$ cat config.mk
export PLATFORM = sky130hd
export DESIGN_NAME = block_isometry_scatter_addresses
export DESIGN_NICKNAME = d
export VERILOG_FILES = /design/src/hw/rtl/bisa_pkg.sv /design/src/hw/rtl/block_isometry_scatter_addresses.sv /design/src/hw/rtl/bisa_front.sv
export VERILOG_INCLUDE_DIRS = /design/src /design/src/hw/rtl
export SDC_FILE = /design/constraint.sdc
export NUM_CORES = 2
export LEC_CHECK = 0
export ABC_AREA = 1
export BUFFER_PORTS_ARGS = -buffer_cell sky130_fd_sc_hd__buf_4
export CORE_UTILIZATION = 27
export CTS_CLUSTER_DIAMETER = 80
export DETAILED_ROUTE_END_ITERATION = 8
export GPL_ROUTABILITY_DRIVEN = 0
export SLEW_MARGIN = 5
export SYNTH_ARGS = -nofsm -noshare
export SYNTH_HDL_FRONTEND = slang
export SYNTH_HIERARCHICAL = 1
export SYNTH_SLANG_ARGS = --single-unit
$ cat constraint.sdc
create_clock -name clock -period 19.8 [get_ports clock]
set_input_delay 2.97 -clock clock [delete_from_list [all_inputs] [get_ports clock]]
set_output_delay 2.97 -clock clock [all_outputs]
set_load 0.1 [all_outputs]
$ cat src/hw/rtl/block_isometry_scatter_addresses_assert.svh
// ----------------------------------------------------------------------------
// Block isometry scatter addresses - assertion macros
// Same-cycle and next-cycle implications clocked on clock, off during reset.
// ----------------------------------------------------------------------------
`ifndef BLOCK_ISOMETRY_SCATTER_ADDRESSES_ASSERT_SVH
`define BLOCK_ISOMETRY_SCATTER_ADDRESSES_ASSERT_SVH

// cons must hold in the same cycle as ante
`define BISA_ASSERT_NOW(lbl, ante, cons, msg) \
   lbl: assert property (@(posedge clock) disable iff (reset) (ante) |-> (cons)) \
      else $error(msg);

// cons must hold in the cycle after ante
`define BISA_ASSERT_NEXT(lbl, ante, cons, msg) \
   lbl: assert property (@(posedge clock) disable iff (reset) (ante) |=> (cons)) \
      else $error(msg);

`endif

$ cat src/hw/rtl/bisa_pkg.sv
// ----------------------------------------------------------------------------
// Block isometry scatter addresses - package
// Widths, register codes, symmetry table and the remainder step.
// ----------------------------------------------------------------------------
`timescale 1ns / 1ps
`default_nettype none

package bisa_pkg;

   // image side cap and the widths that follow from it
   localparam int MAX_SIDE = 1024;
   localparam int SIDE_W   = $clog2(MAX_SIDE + 1);

   // fixed field widths
   localparam int POS_W     = 10;
   localparam int PIX_W     = 32;
   localparam int ADDR_W    = 23;
   localparam int REG_W     = 11;
   localparam int CSR_IDX_W = 2;
   localparam int NUM_SYM   = 8;
   localparam int SYM_W     = 3;

   // transformed coordinate: origin plus up to reflect_sum, may go negative
   localparam int COORD_W = REG_W + 2;
   // plane * side^2 + row * side + column stays below 8 * side^2
   localparam int SUM_W   = SYM_W + 2 * SIDE_W;

   // remainder pipeline: two dividend bits per stage
   localparam int FRONT_STAGES = POS_W / 2;

   // stream widths, padded to whole bytes
   localparam int REQ_DATA_W = ((2 * POS_W + PIX_W + 7) / 8) * 8;
   localparam int RSP_DATA_W = ((ADDR_W + PIX_W + 7) / 8) * 8;
   localparam int RSP_USER_W = SYM_W + 1;

   localparam logic [SYM_W-1:0] LAST_SYM = SYM_W'(NUM_SYM - 1);

   // register reset values
   localparam logic [REG_W-1:0] IMAGE_SIDE_RST  = REG_W'(256);
   localparam logic [REG_W-1:0] BLOCK_SIDE_RST  = REG_W'(8);
   localparam logic [REG_W-1:0] REFLECT_SUM_RST = REG_W'(7);

   // register indexes
   typedef enum logic [CSR_IDX_W-1:0] {
      CSR_IMAGE_SIDE  = 2'd0,
      CSR_BLOCK_SIDE  = 2'd1,
      CSR_REFLECT_SUM = 2'd2
   } csr_reg_type;

   // source of one transformed local coordinate
   typedef enum logic [1:0] {
      SEL_MX  = 2'd0,
      SEL_MY  = 2'd1,
      SEL_RMX = 2'd2,
      SEL_RMY = 2'd3
   } coord_sel_type;

   // item leaving the remainder pipeline
   typedef struct packed {
      logic             valid;
      logic [POS_W-1:0] pos_x;
      logic [POS_W-1:0] pos_y;
      logic [POS_W-1:0] rem_x;
      logic [POS_W-1:0] rem_y;
      logic [PIX_W-1:0] pixel;
   } bisa_item_type;

   // column source per symmetry
   function automatic coord_sel_type sym_x_sel(input logic [SYM_W-1:0] k);
      coord_sel_type sel;
      unique case (k)
         3'd0:    sel = SEL_MX;
         3'd1:    sel = SEL_MY;
         3'd2:    sel = SEL_RMX;
         3'd3:    sel = SEL_RMY;
         3'd4:    sel = SEL_MY;
         3'd5:    sel = SEL_RMY;
         3'd6:    sel = SEL_RMX;
         default: sel = SEL_MX;
      endcase
      return sel;
   endfunction

   // row source per symmetry
   function automatic coord_sel_type sym_y_sel(input logic [SYM_W-1:0] k);
      coord_sel_type sel;
      unique case (k)
         3'd0:    sel = SEL_MY;
         3'd1:    sel = SEL_RMX;
         3'd2:    sel = SEL_RMY;
         3'd3:    sel = SEL_MX;
         3'd4:    sel = SEL_MX;
         3'd5:    sel = SEL_RMX;
         3'd6:    sel = SEL_MY;
         default: sel = SEL_RMY;
      endcase
      return sel;
   endfunction

   // one restoring step: shift in a dividend bit, subtract if it fits
   function automatic logic [REG_W-1:0] rem_step(input logic [REG_W-1:0] rem,
                                                 input logic             din,
                                                 input logic [REG_W-1:0] divisor);
      logic [REG_W:0] t;
      logic [REG_W:0] d;
      t = {rem, din};
      d = {1'b0, divisor};
      if (t >= d) begin
         t = t - d;
      end
      return t[REG_W-1:0];
   endfunction

endpackage

`default_nettype wire

$ cat src/hw/rtl/block_isometry_scatter_addresses.sv
// ----------------------------------------------------------------------------
// Block isometry scatter addresses - top level
// Eight symmetry scatter writes per pixel, with in-image flags.
// ----------------------------------------------------------------------------
// Usage:
//   req_ carries one pixel per item: position and 32 raw value bits.
//   rsp_ returns eight items per pixel, symmetry 0 to 7 in order, tlast on
//   symmetry 7. Each gives the scatter address (0 when out of the image), the
//   pixel bits, the symmetry number and the in-image flag.
//   csr_ writes image_side, block_side and reflect_sum; write only while idle.
// Path: the first result of a pixel passes 5 remainder stages, the symmetry
//   sequencer, 2 address stages and the output register.
// Throughput: one result per cycle while rsp_tready is high; the sequencer
//   steps through the eight symmetries per pixel. New pixels move through the
//   remainder pipeline until one of them waits at its end for the sequencer.
// Reset: registers go to 256 / 8 / 7 and all pipeline contents are dropped.
// Stall: while a result waits and rsp_tready is low, the sequencer and the
//   stages behind it hold; req_tready is low while the pixel at the end of
//   the remainder pipeline waits for the sequencer. Nothing is lost or repeated.
// ----------------------------------------------------------------------------
`timescale 1ns / 1ps
`default_nettype none

module block_isometry_scatter_addresses (
   input  wire logic                                  clock,
   input  wire logic                                  reset,
   // pos_x [9:0], pos_y [19:10], pixel_bits [51:20], zero pad
   input  wire logic [bisa_pkg::REQ_DATA_W-1:0]       req_tdata,
   input  wire logic                                  req_tvalid,
   output logic                                       req_tready,
   // scatter_address [22:0], pixel_out [54:23], zero pad
   output logic [bisa_pkg::RSP_DATA_W-1:0]            rsp_tdata,
   // symmetry_index [2:0], in_range [3]
   output logic [bisa_pkg::RSP_USER_W-1:0]            rsp_tuser,
   output logic                                       rsp_tlast,
   output logic                                       rsp_tvalid,
   input  wire logic                                  rsp_tready,
   input  wire logic                                  csr_we,
   input  wire logic [bisa_pkg::CSR_IDX_W-1:0]        csr_index,
   input  wire logic [bisa_pkg::REG_W-1:0]            csr_wdata
);
   import bisa_pkg::*;

   localparam int CMP_W = COORD_W + SIDE_W;

   // configuration
   logic [REG_W-1:0]    image_side_ff;
   logic [REG_W-1:0]    block_side_ff;
   logic [REG_W-1:0]    reflect_sum_ff;
   logic [REG_W-1:0]    bs_eff;
   logic [SIDE_W-1:0]   side;
   logic [REG_W+SIDE_W-1:0] side_wide;
   logic [REG_W+SIDE_W-1:0] side_cap;
   logic [2*SIDE_W-1:0] side_sq_ff;

   // flow control
   logic                adv;
   logic                ser_take;
   logic                front_en;
   bisa_item_type       front_item;

   // symmetry sequencer
   logic                ser_valid_ff;
   logic [SYM_W-1:0]    ser_k_ff;
   logic [POS_W-1:0]    ser_mx_ff;
   logic [POS_W-1:0]    ser_my_ff;
   logic [POS_W-1:0]    ser_ox_ff;
   logic [POS_W-1:0]    ser_oy_ff;
   logic [PIX_W-1:0]    ser_pix_ff;

   // stage A: transformed coordinates
   logic                a_valid_ff;
   logic [SYM_W-1:0]    a_k_ff;
   logic [COORD_W-1:0]  a_gx_ff;
   logic [COORD_W-1:0]  a_gy_ff;
   logic [PIX_W-1:0]    a_pix_ff;
   logic [COORD_W-1:0]  gx_in;
   logic [COORD_W-1:0]  gy_in;

   // stage B: range check and products
   logic                b_valid_ff;
   logic [SYM_W-1:0]    b_k_ff;
   logic                b_ok_ff;
   logic [SUM_W-1:0]    b_plane_ff;
   logic [SUM_W-1:0]    b_row_ff;
   logic [COORD_W-2:0]  b_gx_ff;
   logic [PIX_W-1:0]    b_pix_ff;
   logic                ok_in;

   // output register
   logic                o_valid_ff;
   logic [SYM_W-1:0]    o_k_ff;
   logic                o_ok_ff;
   logic [ADDR_W-1:0]   o_addr_ff;
   logic [PIX_W-1:0]    o_pix_ff;
   logic [SUM_W-1:0]    addr_sum;

   // register writes; unknown indexes are dropped
   always_ff @(posedge clock) begin
      if (reset) begin
         image_side_ff  <= IMAGE_SIDE_RST;
         block_side_ff  <= BLOCK_SIDE_RST;
         reflect_sum_ff <= REFLECT_SUM_RST;
      end else if (csr_we) begin
         unique case (csr_index)
            CSR_IMAGE_SIDE:  image_side_ff  <= csr_wdata;
            CSR_BLOCK_SIDE:  block_side_ff  <= csr_wdata;
            CSR_REFLECT_SUM: reflect_sum_ff <= csr_wdata;
            default: ;
         endcase
      end
   end

   // block side zero acts as one; image side saturates at the cap
   always_comb begin
      bs_eff    = (block_side_ff == '0) ? REG_W'(1) : block_side_ff;
      side_wide = (REG_W+SIDE_W)'(image_side_ff);
      side_cap  = (REG_W+SIDE_W)'(MAX_SIDE);
      side      = SIDE_W'((side_wide > side_cap) ? side_cap : side_wide);
   end

   // side squared, settled long before any item needs it
   always_ff @(posedge clock) begin
      side_sq_ff <= (2*SIDE_W)'(side) * (2*SIDE_W)'(side);
   end

   // everything behind the sequencer moves together with the output
   always_comb begin
      adv      = !o_valid_ff || rsp_tready;
      ser_take = adv && (!ser_valid_ff || (ser_k_ff == LAST_SYM));
      front_en = !front_item.valid || ser_take;
   end

   assign req_tready = front_en;

   bisa_front u_front (
      .clock    (clock),
      .reset    (reset),
      .enable   (front_en),
      .in_valid (req_tvalid),
      .pos_x    (req_tdata[POS_W-1:0]),
      .pos_y    (req_tdata[2*POS_W-1:POS_W]),
      .pixel    (req_tdata[2*POS_W+PIX_W-1:2*POS_W]),
      .divisor  (bs_eff),
      .out_item (front_item)
   );

   // sequencer: holds one pixel and steps through the symmetries
   always_ff @(posedge clock) begin
      if (reset) begin
         ser_valid_ff <= 1'b0;
         ser_k_ff     <= '0;
      end else if (ser_take) begin
         ser_valid_ff <= front_item.valid;
         ser_k_ff     <= '0;
      end else if (adv && ser_valid_ff) begin
         ser_k_ff     <= ser_k_ff + 1'b1;
      end
   end

   always_ff @(posedge clock) begin
      if (ser_take) begin
         ser_mx_ff  <= front_item.rem_x;
         ser_my_ff  <= front_item.rem_y;
         ser_ox_ff  <= front_item.pos_x - front_item.rem_x;
         ser_oy_ff  <= front_item.pos_y - front_item.rem_y;
         ser_pix_ff <= front_item.pixel;
      end
   end

   // local coordinate chosen by the symmetry table, two's complement
   function automatic logic [COORD_W-1:0] local_term(input coord_sel_type sel,
                                                     input logic [POS_W-1:0] mx,
                                                     input logic [POS_W-1:0] my,
                                                     input logic [REG_W-1:0] r);
      logic [COORD_W-1:0] t;
      case (sel)
         SEL_MX:  t = COORD_W'(mx);
         SEL_MY:  t = COORD_W'(my);
         SEL_RMX: t = COORD_W'(r) - COORD_W'(mx);
         default: t = COORD_W'(r) - COORD_W'(my);
      endcase
      return t;
   endfunction

   // stage A: add the block origin back
   always_comb begin
      gx_in = COORD_W'(ser_ox_ff)
            + local_term(sym_x_sel(ser_k_ff), ser_mx_ff, ser_my_ff, reflect_sum_ff);
      gy_in = COORD_W'(ser_oy_ff)
            + local_term(sym_y_sel(ser_k_ff), ser_mx_ff, ser_my_ff, reflect_sum_ff);
   end

   always_ff @(posedge clock) begin
      if (reset) begin
         a_valid_ff <= 1'b0;
      end else if (adv) begin
         a_valid_ff <= ser_valid_ff;
      end
   end

   always_ff @(posedge clock) begin
      if (adv) begin
         a_k_ff   <= ser_k_ff;
         a_gx_ff  <= gx_in;
         a_gy_ff  <= gy_in;
         a_pix_ff <= ser_pix_ff;
      end
   end

   // stage B: in-image check, row offset and plane base
   always_comb begin
      ok_in = !a_gx_ff[COORD_W-1] && !a_gy_ff[COORD_W-1]
           && (CMP_W'(a_gx_ff[COORD_W-2:0]) < CMP_W'(side))
           && (CMP_W'(a_gy_ff[COORD_W-2:0]) < CMP_W'(side));
   end

   always_ff @(posedge clock) begin
      if (reset) begin
         b_valid_ff <= 1'b0;
      end else if (adv) begin
         b_valid_ff <= a_valid_ff;
      end
   end

   always_ff @(posedge clock) begin
      if (adv) begin
         b_k_ff     <= a_k_ff;
         b_ok_ff    <= ok_in;
         b_plane_ff <= SUM_W'(a_k_ff) * SUM_W'(side_sq_ff);
         b_row_ff   <= SUM_W'(a_gy_ff[COORD_W-2:0]) * SUM_W'(side);
         b_gx_ff    <= a_gx_ff[COORD_W-2:0];
         b_pix_ff   <= a_pix_ff;
      end
   end

   // output register: final address sum, zero when out of the image
   assign addr_sum = b_plane_ff + b_row_ff + SUM_W'(b_gx_ff);

   always_ff @(posedge clock) begin
      if (reset) begin
         o_valid_ff <= 1'b0;
      end else if (adv) begin
         o_valid_ff <= b_valid_ff;
      end
   end

   always_ff @(posedge clock) begin
      if (adv) begin
         o_k_ff    <= b_k_ff;
         o_ok_ff   <= b_ok_ff;
         o_addr_ff <= b_ok_ff ? addr_sum[ADDR_W-1:0] : '0;
         o_pix_ff  <= b_pix_ff;
      end
   end

   always_comb begin
      rsp_tvalid = o_valid_ff;
      rsp_tdata  = RSP_DATA_W'({o_pix_ff, o_addr_ff});
      rsp_tuser  = {o_ok_ff, o_k_ff};
      rsp_tlast  = (o_k_ff == LAST_SYM);
   end

   // checks
`include "block_isometry_scatter_addresses_assert.svh"

   `BISA_ASSERT_NOW(a_out_of_image_zero, o_valid_ff && !o_ok_ff, o_addr_ff == '0, "out-of-image result with nonzero address")
   `BISA_ASSERT_NOW(a_no_take_mid_pixel, ser_valid_ff && (ser_k_ff != LAST_SYM), !ser_take, "sequencer reloaded before its last symmetry")
   `BISA_ASSERT_NEXT(a_sym_in_order, o_valid_ff && rsp_tready && (o_k_ff != LAST_SYM), !o_valid_ff || (o_k_ff == SYM_W'($past(o_k_ff) + 1'b1)), "symmetry results out of order")
   `BISA_ASSERT_NOW(a_front_held_on_stall, front_item.valid && !ser_take, !req_tready, "remainder pipeline moved while full and blocked")

endmodule

`default_nettype wire

$ cat src/hw/rtl/bisa_front.sv
// ----------------------------------------------------------------------------
// Block isometry scatter addresses - remainder pipeline
// Takes pos_x and pos_y modulo the block side, two bits per stage.
// ----------------------------------------------------------------------------
`timescale 1ns / 1ps
`default_nettype none

module bisa_front (
   input  wire logic                              clock,
   input  wire logic                              reset,
   input  wire logic                              enable,
   input  wire logic                              in_valid,
   input  wire logic [bisa_pkg::POS_W-1:0]        pos_x,
   input  wire logic [bisa_pkg::POS_W-1:0]        pos_y,
   input  wire logic [bisa_pkg::PIX_W-1:0]        pixel,
   input  wire logic [bisa_pkg::REG_W-1:0]        divisor,
   output bisa_pkg::bisa_item_type                out_item
);
   import bisa_pkg::*;

   logic                v_ff   [FRONT_STAGES];
   logic [POS_W-1:0]    px_ff  [FRONT_STAGES];
   logic [POS_W-1:0]    py_ff  [FRONT_STAGES];
   logic [REG_W-1:0]    rx_ff  [FRONT_STAGES];
   logic [REG_W-1:0]    ry_ff  [FRONT_STAGES];
   logic [PIX_W-1:0]    pix_ff [FRONT_STAGES];

   // stage inputs: ports for the first stage, previous stage otherwise
   logic                v_src   [FRONT_STAGES];
   logic [POS_W-1:0]    px_src  [FRONT_STAGES];
   logic [POS_W-1:0]    py_src  [FRONT_STAGES];
   logic [REG_W-1:0]    rx_src  [FRONT_STAGES];
   logic [REG_W-1:0]    ry_src  [FRONT_STAGES];
   logic [PIX_W-1:0]    pix_src [FRONT_STAGES];

   for (genvar s = 0; s < FRONT_STAGES; s++) begin : g_stage
      localparam int HI = POS_W - 1 - 2 * s;

      logic [REG_W-1:0] rx_in;
      logic [REG_W-1:0] ry_in;

      if (s == 0) begin : g_first
         assign v_src[s]   = in_valid;
         assign px_src[s]  = pos_x;
         assign py_src[s]  = pos_y;
         assign rx_src[s]  = '0;
         assign ry_src[s]  = '0;
         assign pix_src[s] = pixel;
      end else begin : g_rest
         assign v_src[s]   = v_ff[s-1];
         assign px_src[s]  = px_ff[s-1];
         assign py_src[s]  = py_ff[s-1];
         assign rx_src[s]  = rx_ff[s-1];
         assign ry_src[s]  = ry_ff[s-1];
         assign pix_src[s] = pix_ff[s-1];
      end

      // two dependent restoring steps per coordinate
      always_comb begin
         rx_in = rem_step(rem_step(rx_src[s], px_src[s][HI], divisor),
                          px_src[s][HI-1], divisor);
         ry_in = rem_step(rem_step(ry_src[s], py_src[s][HI], divisor),
                          py_src[s][HI-1], divisor);
      end

      always_ff @(posedge clock) begin
         if (reset) begin
            v_ff[s] <= 1'b0;
         end else if (enable) begin
            v_ff[s] <= v_src[s];
         end
      end

      always_ff @(posedge clock) begin
         if (enable) begin
            px_ff[s]  <= px_src[s];
            py_ff[s]  <= py_src[s];
            rx_ff[s]  <= rx_in;
            ry_ff[s]  <= ry_in;
            pix_ff[s] <= pix_src[s];
         end
      end
   end

   // remainder never exceeds the position, so it fits the position width
   always_comb begin
      out_item.valid = v_ff[FRONT_STAGES-1];
      out_item.pos_x = px_ff[FRONT_STAGES-1];
      out_item.pos_y = py_ff[FRONT_STAGES-1];
      out_item.rem_x = rx_ff[FRONT_STAGES-1][POS_W-1:0];
      out_item.rem_y = ry_ff[FRONT_STAGES-1][POS_W-1:0];
      out_item.pixel = pix_ff[FRONT_STAGES-1];
   end

endmodule

`default_nettype wire
# After elaboration in Yosys (flattened, before gate mapping)
# Memory sizes are Yosys's and may differ from the RTL's. A register that Yosys moved wholly into a read port is not among the register bits.
# Cells that the tools add are included.
# op_classes
magnitude_cmp	23
n_addsub	29
bitwise	5
n_reduce_logical	28
shift	0
eq_ne	14
mux	37
n_div	0
mul	3
# ops
cell	count
11-bit two-way mux	22
12-bit by 11-bit >= comparator with 1-bit output	18
11-bit subtractor	18
13-bit one-hot mux with 3 select lines	2
10-bit by 13-bit adder with 13-bit output	2
12-bit by 11-bit less-than comparator with 1-bit output	2
11-bit by 10-bit subtractor with 12-bit output	2
23-bit by 12-bit adder with 23-bit output	1
23-bit adder	1
12-bit by 11-bit multiplier with 23-bit output	1
3-bit by 22-bit multiplier with 23-bit output	1
1-bit by 11-bit >= comparator with 1-bit output	2
11-bit by 11-bit multiplier with 22-bit output	1
1-bit by 11-bit subtractor with 11-bit output	2
10-bit subtractor	2
3-bit == test (second input constant)	5
2-bit OR reduction	7
2-bit one-hot mux with 3 select lines	2
11-bit greater-than comparator (second input constant)	1
11-bit zero test	1
1-bit two-way mux	11
2-bit by 1-bit == test with 1-bit output (second input constant)	3
2-bit == test (second input constant)	3
3-bit by 2-bit == test with 1-bit output (second input constant)	2
9 further kinds	27
# word_totals
latch_bits	0
input_bits	74
register_bits	316
ram_bits	375
wordCells	172
memories	6
rom_bits	0
output_inout_bits	63
# memory_table
memory	words	width	read_ports	rd_clocked_by_memory_dff	write_ports	line_no	rtl
u_front.pix_ff	5	32	5	1	5	bisa_front.sv:26	logic [PIX_W-1:0] pix_ff [FRONT_STAGES];
u_front.rx_ff	5	11	5	0	5	bisa_front.sv:24	logic [REG_W-1:0] rx_ff [FRONT_STAGES];
u_front.ry_ff	5	11	5	0	5	bisa_front.sv:25	logic [REG_W-1:0] ry_ff [FRONT_STAGES];
u_front.px_ff	5	10	5	0	5	bisa_front.sv:22	logic [POS_W-1:0] px_ff [FRONT_STAGES];
u_front.py_ff	5	10	5	0	5	bisa_front.sv:23	logic [POS_W-1:0] py_ff [FRONT_STAGES];
u_front.v_ff	5	1	5	0	5	bisa_front.sv:21	logic v_ff [FRONT_STAGES];

# Depth between registers and ports, before layout
# depth
word_depth	8
mapped_depth	29
ltp_nobuf	28

# Hierarchy
# Netlist, hierarchy kept.
# by_module_without_submodules
module	instances	seq_area_each_um2	area_per_inst_um2	cells_per_inst
block_isometry_scatter_addresses	1	9809.4	26155.1	2838
bisa_front	1	11200.7	24407.2	2737

# Worst setup path before layout
# OpenSTA, ideal clock, no wires.
# synth_timing
path_type	input to output
from	input rsp_tready
to	output req_tready
setup_slack_ps	-121
required_time_ps	16830
path_stages	4
path_buffers	0
t_arrival_ps	16951
path_cell_list	nor2_1 > inv_1 > o21ai_0 > nand2_1
# synth_via
elab_chain_len	3
# synth_lines
element	line_no	rtl
start: declaration	block_isometry_scatter_addresses.sv:37	input wire logic rsp_tready,
1-bit logical OR	block_isometry_scatter_addresses.sv:129	adv = !o_valid_ff || rsp_tready;
named net adv	block_isometry_scatter_addresses.sv:57	logic adv;
1-bit logical AND	block_isometry_scatter_addresses.sv:130	ser_take = adv && (!ser_valid_ff || (ser_k_ff == LAST_SYM));
1-bit logical OR	block_isometry_scatter_addresses.sv:131	front_en = !front_item.valid || ser_take;
end: declaration	block_isometry_scatter_addresses.sv:30	output logic req_tready,
# The timed path passes the listed nets, and every way through them passes these cells.

# Worst setup path in the final report
# Ends and elaborated chain as after synthesis.

==> results <==
- The initial DRC count is 2,313.
- The depth of the CTS H-tree is 3.
- For this run, the detailed router's first-pass iteration total came to 6.
- The share of post-route cells with drive strength above 1 is 0.0726.
- For the final routed database, the setup TNS stands at 0 ps.
- The clock power share is 0.172.
- The detailed router put a total of 54,400 um of wire on met1.
- The CTS buffer count is 82.
- The peak supply drop is 0.000117 V.
- The clock tree from TritonCTS is done.
- The total number of vias is 37.2k.
- Along the worst path, the maximum fanout reaches 95.
- The power spent charging and discharging nets is 0.00431 W.
- The final standard cell utilization of the core is 0.306.
- The die extent in x is 435 um.
- The fraction of registers with async set/reset is 0.
- The longest clock path from root to sink contains 3 buffers.
- The nature of the critical path endpoint is an output port.
- Post-CTS repair changed the size of 0 cells.
- The height of the die is 435 um.
- The number of sinks on the clock net is 720.
- After detailed routing, the average wire length per cell comes to 14.9 um.
- The clock-pin slew reported for the worst setup and hold paths after clock tree synthesis is 60 ps.
- The number of placed I/O pins is 137.
- The min-delay analysis places its worst path in the category register to register.
- Of the total power, registers draw 0.259.
- The area enclosed by the die boundary is 189,000 sq um.
- For the finished layout, the period the worst path requires is 8400 ps.
- The number of max-slew violations in the final report is 0.
- The per-cell via count in the routed design is 4.53.
- Max-cap violations in this run came to 0.
- The number of antenna violations at the first check in global routing was 1.
- The run finished with clean final reports.
- Synthesis produced 5,575 cells.
- The cell-internal power is 0.00500 W.
- Signal routing reaches up to met5.
- Summed over all cells, the static leakage comes to 26.6 nW.
- At the worst endpoint, the arrival time is 5430 ps.
- The startpoint kind of the worst setup timing path is an input port.
- The total power is 0.00931 W.
- The sum of met2 wire segment lengths after detailed routing is 59,100 um.
- Of the total power, the share spent switching nets is 0.463.
- The number of buffers inserted to repair setup after CTS is 0.
- The setup path with the least slack is of type input port to output port.
- Yosys mapped a number of flops with a built-in enable equal to 659.
- The count of hold-fix buffers inserted at cts is 0.
- The amount of wire on met3 after detailed routing is 5750 um.
- The required time at the worst-slack endpoint is 16,830 ps.
- The first global-routing pass estimated 194,000 um of wire.
- Before CTS, the worst setup slack after placement is 11,370 ps.
- The post-synthesis cell type count is 63.
- In the final design database the tool counted 6,415 nets.
- After floorplanning, the core was sized to cover 186,000 sq um.
- The via count of the first global-routing pass is 36.2k.
- The per-instance average area after synthesis is 9.07 sq um.
- The worst clock skew is 29.0 ps.
- For this run, the leading register cell type out of synthesis is sky130_fd_sc_hd__edfxtp_1.
- The clock tree root buffer cell is sky130_fd_sc_hd__clkbuf_16.
- Port buffering added 131 buffers.
- After detailed routing, the total wire length is 123,000 um.
- The floorplan has 158 rows.
- The area growth from synthesis to layout is 12.4%.
- In the post-route analysis, the smallest setup slack over all paths is 11,400 ps.
- The effective utilization at floorplan is 0.272.
- After global routing the overflow that remains totals 0.
- Setup repair after global routing left no endpoint under its margin.
- The repair_antennas step left the layout with diodes totalling 0.
- The clock reaches the later pin of the worst-skew pair after 700 ps.
- The final setup violation count is 0.
- The share of the Yosys chip area taken by registers is 0.416.
- The pin count of the biggest net entering global routing is 96.
- Of the total power, combinational logic draws 0.569.
- The number of warnings reported in the yosys synthesis log is 6.
- In this run the tightest slew margin relative to its limit is 0.150.
- For this run, the top clock speed supported by timing is 119 MHz.
- In this run the cell area of the synthesized design comes to 50,600 sq um.
- The total half-perimeter wirelength after legalization and detailed placement is 93,900 um.
- The count of nets left with antenna violations once routing finished came out at 0.
- The share of the cycle needed by the critical path after routing is 0.424.
- For this run, design rule violations remaining after detail routing come to 0.
- The hold violation count in the final report is 0.
- The total track usage is 0.128.
- At the pin with the least slew margin, the transition time is 1270 ps.
- For this design the ratio of total power to cell area is 164 nW/um^2.
- After synthesis the netlist holds a flip-flop and latch count of 720.
[path summary, 6_finish.rpt]
kind | start | slack (ps) | depth (start not counted) | endpoint
max reg2reg | image_side_ff[10]$_SDFFE_PP0P_ | 13270 | 18 | b_row_ff[20]$_DFFE_PN_
min reg2reg | u_front/px_ff[0][33]$_DFFE_PP_ | 400 | 0 | u_front/px_ff[0][43]$_DFFE_PP_
max | rsp_tready | 11400 | 6 | req_tready
min | u_front/px_ff[0][33]$_DFFE_PP_ | 400 | 0 | u_front/px_ff[0][43]$_DFFE_PP_
[worst max-delay path: stages]
cell,delay (ps)
sky130_fd_sc_hd__buf_4,120
sky130_fd_sc_hd__nor2_1,470
sky130_fd_sc_hd__inv_8,340
sky130_fd_sc_hd__o21ai_0,490
sky130_fd_sc_hd__nand2_8,430
sky130_fd_sc_hd__buf_4,450
[registers in the layout (all words and copies together) (netlist names), 32 cells and up]
register and count:
u_front/rx_ff 54, u_front/py_ff 50, a_pix_ff 32, ser_pix_ff 32
o_pix_ff 32, u_front/ry_ff 54, u_front/px_ff 50, u_front/pix_ff 160
b_pix_ff 32
[power groups by stage]
stage / sequential [W] / combinational, W / clock [W]
after global routing: 0.00244 / 0.00600 / 0.00171
final: 0.00241 / 0.00530 / 0.00160
after floorplan: 0.00245 / 0.00405 / 0
after global placement: 0.00244 / 0.00516 / 0
after CTS: 0.00241 / 0.00527 / 0.00165
after detailed placement: 0.00244 / 0.00523 / 0
[logic make-up after synthesis]
kind of cell,share of synthesized area
flops,0.416
buf+inv,0.0832
fa+ha+maj,0.196
simple gates,0.192
xor+xnor,0.0372
compound gates,0.0753
other cells,0.000149
[layout make-up]
cell class	count	area [sq um]
clock buffers	95	2150
clock inverters	59	754
fillers	19300	129000
inverters	858	3240
multi-input cells	3859	25400
flip-flops and latches	720	21000
well taps	2480	3100
repair buffers	153	1150
[per-stage QoR]
step	hold WS [ps]	area [sq um]	instances
6_report	397	56800	8224
3_3_place_gp	400	53900	8070
3_5_place_dp	405	53900	8070
5_1_grt	398	56800	8224
4_1_cts	391	56800	8224
2_1_floorplan	400	50600	5591
[cells in the mapped netlist (16+ instances only)]
cell type                  count  share of area
sky130_fd_sc_hd__dfxtp_1      61          0.024
sky130_fd_sc_hd__nand3_1     285          0.028
sky130_fd_sc_hd__nor2_1      444          0.033
sky130_fd_sc_hd__xor2_1      128          0.022
sky130_fd_sc_hd__ha_1        457           0.11
sky130_fd_sc_hd__buf_2        19         0.0019
sky130_fd_sc_hd__xnor2_1      87          0.015
sky130_fd_sc_hd__nand3b_1     17         0.0025
sky130_fd_sc_hd__a21o_1       26         0.0039
sky130_fd_sc_hd__nand2_1    1308          0.097
sky130_fd_sc_hd__or2_2        23         0.0028
sky130_fd_sc_hd__o21ai_2      22         0.0038
sky130_fd_sc_hd__o21ai_0     163          0.016
sky130_fd_sc_hd__nand2_2      16         0.0020
sky130_fd_sc_hd__buf_4        88          0.013
sky130_fd_sc_hd__inv_1       835          0.062
sky130_fd_sc_hd__edfxtp_1    659           0.39
sky130_fd_sc_hd__o21ai_1      32         0.0032
sky130_fd_sc_hd__a21oi_1     315          0.031
sky130_fd_sc_hd__o21bai_1     34         0.0050
sky130_fd_sc_hd__nand4_1     105          0.013
sky130_fd_sc_hd__fa_1        210          0.083
sky130_fd_sc_hd__nor3_1       37         0.0037
sky130_fd_sc_hd__clkbuf_1     37         0.0027
[layer usage]
layer	global-route usage	vias up
met1	0.162	17600
li1	-	18600
met5	0	-
met3	0.0186	210
met2	0.222	918
met4	0.0401	2
[layout by cell type (no fill, tap or decap), types with 26 or more instances in the layout]
cell type	instances
sky130_fd_sc_hd__xor2_1	128
sky130_fd_sc_hd__nand3_1	285
sky130_fd_sc_hd__edfxtp_1	659
sky130_fd_sc_hd__o21bai_1	34
sky130_fd_sc_hd__fa_1	210
sky130_fd_sc_hd__ha_1	457
sky130_fd_sc_hd__dfxtp_1	60
sky130_fd_sc_hd__nand4_1	105
sky130_fd_sc_hd__nor3_1	37
sky130_fd_sc_hd__nand2_1	1307
sky130_fd_sc_hd__nor2_1	444
sky130_fd_sc_hd__clkbuf_16	83
sky130_fd_sc_hd__inv_1	833
sky130_fd_sc_hd__o21ai_0	163
sky130_fd_sc_hd__xnor2_1	87
sky130_fd_sc_hd__a21oi_1	315
sky130_fd_sc_hd__o21ai_1	32
sky130_fd_sc_hd__buf_4	153
sky130_fd_sc_hd__a21o_1	26
Note: power is estimated with default switching activity, not from simulation.
